File: config.mk
export PLATFORM = sky130hd
export DESIGN_NAME = ppkrf_ram
export DESIGN_NICKNAME = d
export VERILOG_FILES = /design/src/rtl/per_pixel_kalman_range_filter_assert.svh /design/src/rtl/ppkrf_ram.sv
export SDC_FILE = /design/constraint.sdc
export NUM_CORES = 1
export LEC_CHECK = 0
export BUFFER_PORTS_ARGS = -buffer_cell sky130_fd_sc_hd__clkbuf_2
export CORE_UTILIZATION = 44
export DETAILED_ROUTE_END_ITERATION = 6
export GPL_ROUTABILITY_DRIVEN = 0
export HOLD_SLACK_MARGIN = 0.12
export MAX_ROUTING_LAYER = met4
export PLACE_DENSITY_LB_ADDON = 0.15
export SLEW_MARGIN = 25
export SYNTH_ARGS = -nofsm -noshare
export SYNTH_HDL_FRONTEND = slang
export SYNTH_SLANG_ARGS = --single-unit
File: constraint.sdc
create_clock -name clk -period 1.2 [get_ports clk]
set_clock_uncertainty 0.15 [all_clocks]
set_input_delay 0.36 -clock clk [delete_from_list [all_inputs] [get_ports clk]]
set_output_delay 0.36 -clock clk [all_outputs]
set_load 0.01 [all_outputs]
File: src/rtl/per_pixel_kalman_range_filter_assert.svh
// ----------------------------------------------------------------------------
// Per-pixel Kalman range filter: assertion macros
// Shorthand for clocked implication checks, disabled while in reset.
// ----------------------------------------------------------------------------
`ifndef PER_PIXEL_KALMAN_RANGE_FILTER_ASSERT_SVH
`define PER_PIXEL_KALMAN_RANGE_FILTER_ASSERT_SVH

// same-cycle implication
`define PPKRF_ASSERT_IMP(lbl, pre, post) \
  lbl: assert property (@(posedge clk) disable iff (!rst_n) (pre) |-> (post)) \
    else $error("ppkrf check failed");

// next-cycle implication
`define PPKRF_ASSERT_NXT(lbl, pre, post) \
  lbl: assert property (@(posedge clk) disable iff (!rst_n) (pre) |=> (post)) \
    else $error("ppkrf check failed");

`endif

File: src/rtl/ppkrf_ram.sv
// ----------------------------------------------------------------------------
// Generic single-port-write RAM
// One write and one read port, registered read data, read-first.
// ----------------------------------------------------------------------------
module ppkrf_ram #(
  parameter int unsigned WIDTH = 8,
  parameter int unsigned DEPTH = 2,
  parameter int unsigned AW    = (DEPTH > 1) ? $clog2(DEPTH) : 1
) (
  input  logic             clk,
  input  logic             we,
  input  logic [AW-1:0]    waddr,
  input  logic [WIDTH-1:0] wdata,
  input  logic [AW-1:0]    raddr,
  output logic [WIDTH-1:0] rdata
);

  logic [WIDTH-1:0] mem_r [DEPTH];
  logic [WIDTH-1:0] rdata_r;

  // write and registered read
  always_ff @(posedge clk) begin
    if (we) begin
      mem_r[waddr] <= wdata;
    end
    rdata_r <= mem_r[raddr];
  end

  assign rdata = rdata_r;

endmodule

## Word-level counts from Yosys, hierarchy flattened

Memory sizes are Yosys's and may differ from the RTL's. A register that Yosys moved wholly into a read port is not among the register bits.
Index checks and enable logic that the tools add are counted.

| storage, ports and cells | value |
|---|---|
| output and inout bits | 8 |
| bits of input ports | 12 |
| memories | 1 |
| register bits | 0 |
| latch bits | 0 |
| ROM bits | 0 |
| RAM bits | 16 |

| cells by class | value |
|---|---|
| equal/unequal tests | 0 |
| bitwise operators | 0 |
| divide/modulo/power cells | 0 |
| $lt $le $gt $ge | 0 |
| reduce and logical (&&, ||, !) cells | 0 |
| muxes and demuxes | 2 |
| shift-type cells | 0 |
| $mul | 0 |
| $add $sub $neg | 0 |

Memory list:

| memory | words | width | rd ports | clocked after memory_dff | wr ports | RTL line | source |
|---|---|---|---|---|---|---|---|
| mem_r | 2 | 8 | 1 | 1 | 1 | ppkrf_ram.sv:18 | `logic [WIDTH-1:0] mem_r [DEPTH];` |

Operators with widths:

| kind | count |
|---|---|
| $mux 1 | 2 |

## Logic depth before layout (Yosys ltp)

| depth | value |
|---|---|
| depth in word-level cells | 2 |
| gate-level depth with buffers | 2 |
| mapped depth without buffers | 1 |

## Worst setup path after synthesis

Ideal clock, no wire load.

| timing path | value |
|---|---|
| path kind | input port to flip-flop |
| start point | input we |
| end point | memory mem_r[0][0], enable pin |
| required time | 0.677 ns |
| data arrival time | 0.780 ns |
| stages | 1 |
| slack | -0.103 ns |
| library setup time | 0.373 ns |
| path buffers | 0 |
| cells stage by stage | nor2b_1 |

| on the way | value |
|---|---|
| cells in the longest elaborated chain, start to end | 2 |

RTL lines:

| item | RTL line | source |
|---|---|---|
| start, declared | ppkrf_ram.sv:11 | `input logic we,` |
| $mux 1 | ppkrf_ram.sv:23 | `if (we) begin` |
| $mux 1 (not written as such) | ppkrf_ram.sv:24 | `mem_r[waddr] <= wdata;` |
| end, declared | ppkrf_ram.sv:18 |  |

Every way passes these cells.

## Worst setup path in the final report

| timing path | value |
|---|---|
| start point | register rdata_r[2] (netlist: rdata[2]), read port of mem_r |
| end point | output rdata[2] |

RTL lines:

| item | RTL line | source |
|---|---|---|
| start, declared | ppkrf_ram.sv:19 | `logic [WIDTH-1:0] rdata_r;` |
| end, declared | ppkrf_ram.sv:15 | `output logic [WIDTH-1:0] rdata` |

No word-level cell between the ends.

==> impl_metrics.ini <==
[global_routing]
antenna_found_initial = 0
grt_pass1_vias = 408
grt.total_usage = 0.141
overflow = 0
grt_start_max_net_pins = 14
grt_pass1_wl_um = 1840

[finish]
drive_gt1_frac = 0.571
areaGrowthSynthToFinish_pct = 37.3
nFillCells = 112
diodes = 0
nets = 83

[logic_synthesis]
ys_ff_latch = 24
yosys_warnings = 0
synth.net_count = 47
synth_edf_count = 16
synthCells = 35
post-synth-top-area-fraction = 0.612
yosys-top-cells-count = edfxtp_1 (16), dfxtp_1 (8), mux2_4 (8)
synth_most_common_cell = edfxtp_1
postSynthAreaPerCell_um2 = 22.4
synth-async-reset-ratio = 0
ys_seq_area_frac = 0.817
syn-cell-area_um2 = 785
yosysTopAreaCell = edfxtp_1
yosysUniqueCellTypes = 6
synth_ff_type = edfxtp_1
synth_area_leaders = edfxtp_1 (61%), dfxtp_1 (20%), mux2_4 (15%)

[min_path]
hold_path_class = primary input to register
hold_end = rdata[2]$_DFF_P_
whs_path_depth = 3
holdCritStartpoint = raddr

[drt]
wl_per_cell_um = 13.9
postRouteAntennaNets = 0
via_per_inst = 4.60
wirelength_met1_um = 492
dr_wl_met3_um = 39
drt_pass1_iterations = 5
drc_errors = 0
wl_met2_um = 664
drt-initial-drc-count = 1
vias = 396
routed_wl_um = 1200
top_layer = met3

[setup_path]
path_class = register to output port
crit_slowest_cell = dfxtp_2
cp.arrival_ns = 0.75
critPathTopFamily = flip-flops
reg2reg_to = rdata[0]$_DFF_P_
rr_worst_depth = 1
startpoint_type = register
critPathMaxStageDelay_ns = 0.34
worstPathCellList = buf_6
crit_fanout = 1
timing.reg2reg.setup_slack_ns = 0.26
cp-end-kind = output port
cp_num_buf_inv = 1
worstPathRequired_ns = 0.69
reg2reg_from = mem_r[0][0]$_DFFE_PP_

[die]
dieArea_um2 = 1960
dieHeight_um = 44.2
num_rows = 14
ios = 20
start_util = 0.498
fp.dieW_um = 44.2
fp.coreArea_um2 = 1580

[cts]
cts-root-buf = clkbuf_4
numCtsBuffers = 3
cts.path.max_buffers = 2
cts_setup_buffers = 0
clkTransAtPathRegs_ns = 0.12
cts_tree = done
h-tree-depth = 1
clock_latency_ns = 0.30
cts_sinks = 24

[timing]
setup_violations = 8
worst_slack_ns = -0.0588
fin_crit_ns = 1.26
worst_pin_slew_ns = 0.120
rsz0062_at_grt = yes
slew_violations = 0
hold_viol = 0
period_share = 1.05
max_freq_mhz = 794
slew_headroom = 0.920
setup_tns_ns = -0.401

[power]
peakVddDrop_mv = 0.796
p_leak_uw = 0.000454
p_per_area_nw_per_um2 = 1370

[place]
place_ws_ns = 0.00893
io_buffers = 19

[run_status]
status = complete, but fails checks
violations = negative setup slack

[run]
drv_cap = 0
==> sequential cells by signal, summed over array words and instances, names as in the netlist <==
register and cells:
mem_r 16, rdata 8
==> cell usage in the layout (no fill, tap or decap) <==
master         count
buf_4              4
buf_12             1
buf_6              4
and2_1             1
dfxtp_1            4
clkbuf_4           3
edfxtp_1          16
buf_2              4
dfxtp_2            4
nor2b_2            1
dlygate4sd3_1      8
clkinv_1           1
mux2_4             8
clkbuf_2          11
==> power breakdown <==
| part | leakage, µW | total [µW] | switching [µW] | internal (µW) |
|---|---|---|---|---|
| registers | 0.000218 | 968 | 19.2 | 949 |
| logic | 0.000221 | 172 | 60.2 | 112 |
| clock network | 0.0000154 | 335 | 214 | 121 |
==> through the flow <==
stage | utilization | total power [µW] | cells | hold slack, ns | area (µm²)
6_report | 0.683 | 1480 | 86 | 0.315 | 1080
4_1_cts | 0.666 | 1470 | 86 | 0.306 | 1050
3_3_place_gp | 0.597 | 1110 | 74 | 0.307 | 941
2_1_floorplan | - | 1050 | 35 | 0.302 | 787
3_5_place_dp | 0.597 | 1120 | 74 | 0.312 | 941
5_1_grt | 0.683 | 1530 | 86 | 0.308 | 1080
==> layer usage <==
layer | vias to the layer above | global-route usage
met1 | 187 | 0.161
met4 | 0 | 0.0545
met2 | 11 | 0.247
met3 | 0 | 0.0245
met5 | - | -
li1 | 198 | -
==> cell families (layout without fill, tap and decap cells) <==
kind of cell | Yosys count | after routing | share of synthesized area
AND/OR/NAND/NOR | 2 | 2 | 0.0160
flip-flops | 24 | 24 | 0.817
buffers and inverters | 1 | 36 | 0.0144
multiplexers | 8 | 8 | 0.153
==> what timing repair did <==
item,CTS,global route
hold endpoints to repair,16,0
gates resized for setup,2,14
hold buffers,8,0
setup endpoints to repair,8,8
==> cell type report <==
| type | count | area [µm²] | share of cell area |
|---|---|---|---|
| sequential | 24 | 646 | 0.599 |
| timing repair buffer | 32 | 250 | 0.232 |
| multi-input combinational | 10 | 135 | 0.125 |
| clock buffer | 3 | 22.5 | 0.0209 |
| tap | 16 | 20.0 | 0.0186 |
| clock inverter | 1 | 3.75 | 0.00348 |
==> how the worst max path moves through the flow <==
stage | startpoint | depth (start not counted) | slack (ns) | to
floorplan | we | 1 | 0.07 | mem_r[0][0]$_DFFE_PP_
global placement | waddr | 3 | 0.03 | mem_r[1][7]$_DFFE_PP_
detailed placement | waddr | 3 | 0.009 | mem_r[1][4]$_DFFE_PP_
CTS | rdata[2]$_DFF_P_ | 1 | -0.08 | rdata[2]
global route | rdata[6]$_DFF_P_ | 1 | -0.09 | rdata[6]
finish | rdata[2]$_DFF_P_ | 1 | -0.06 | rdata[2]
No activity file was read; power rests on OpenSTA's default activity.
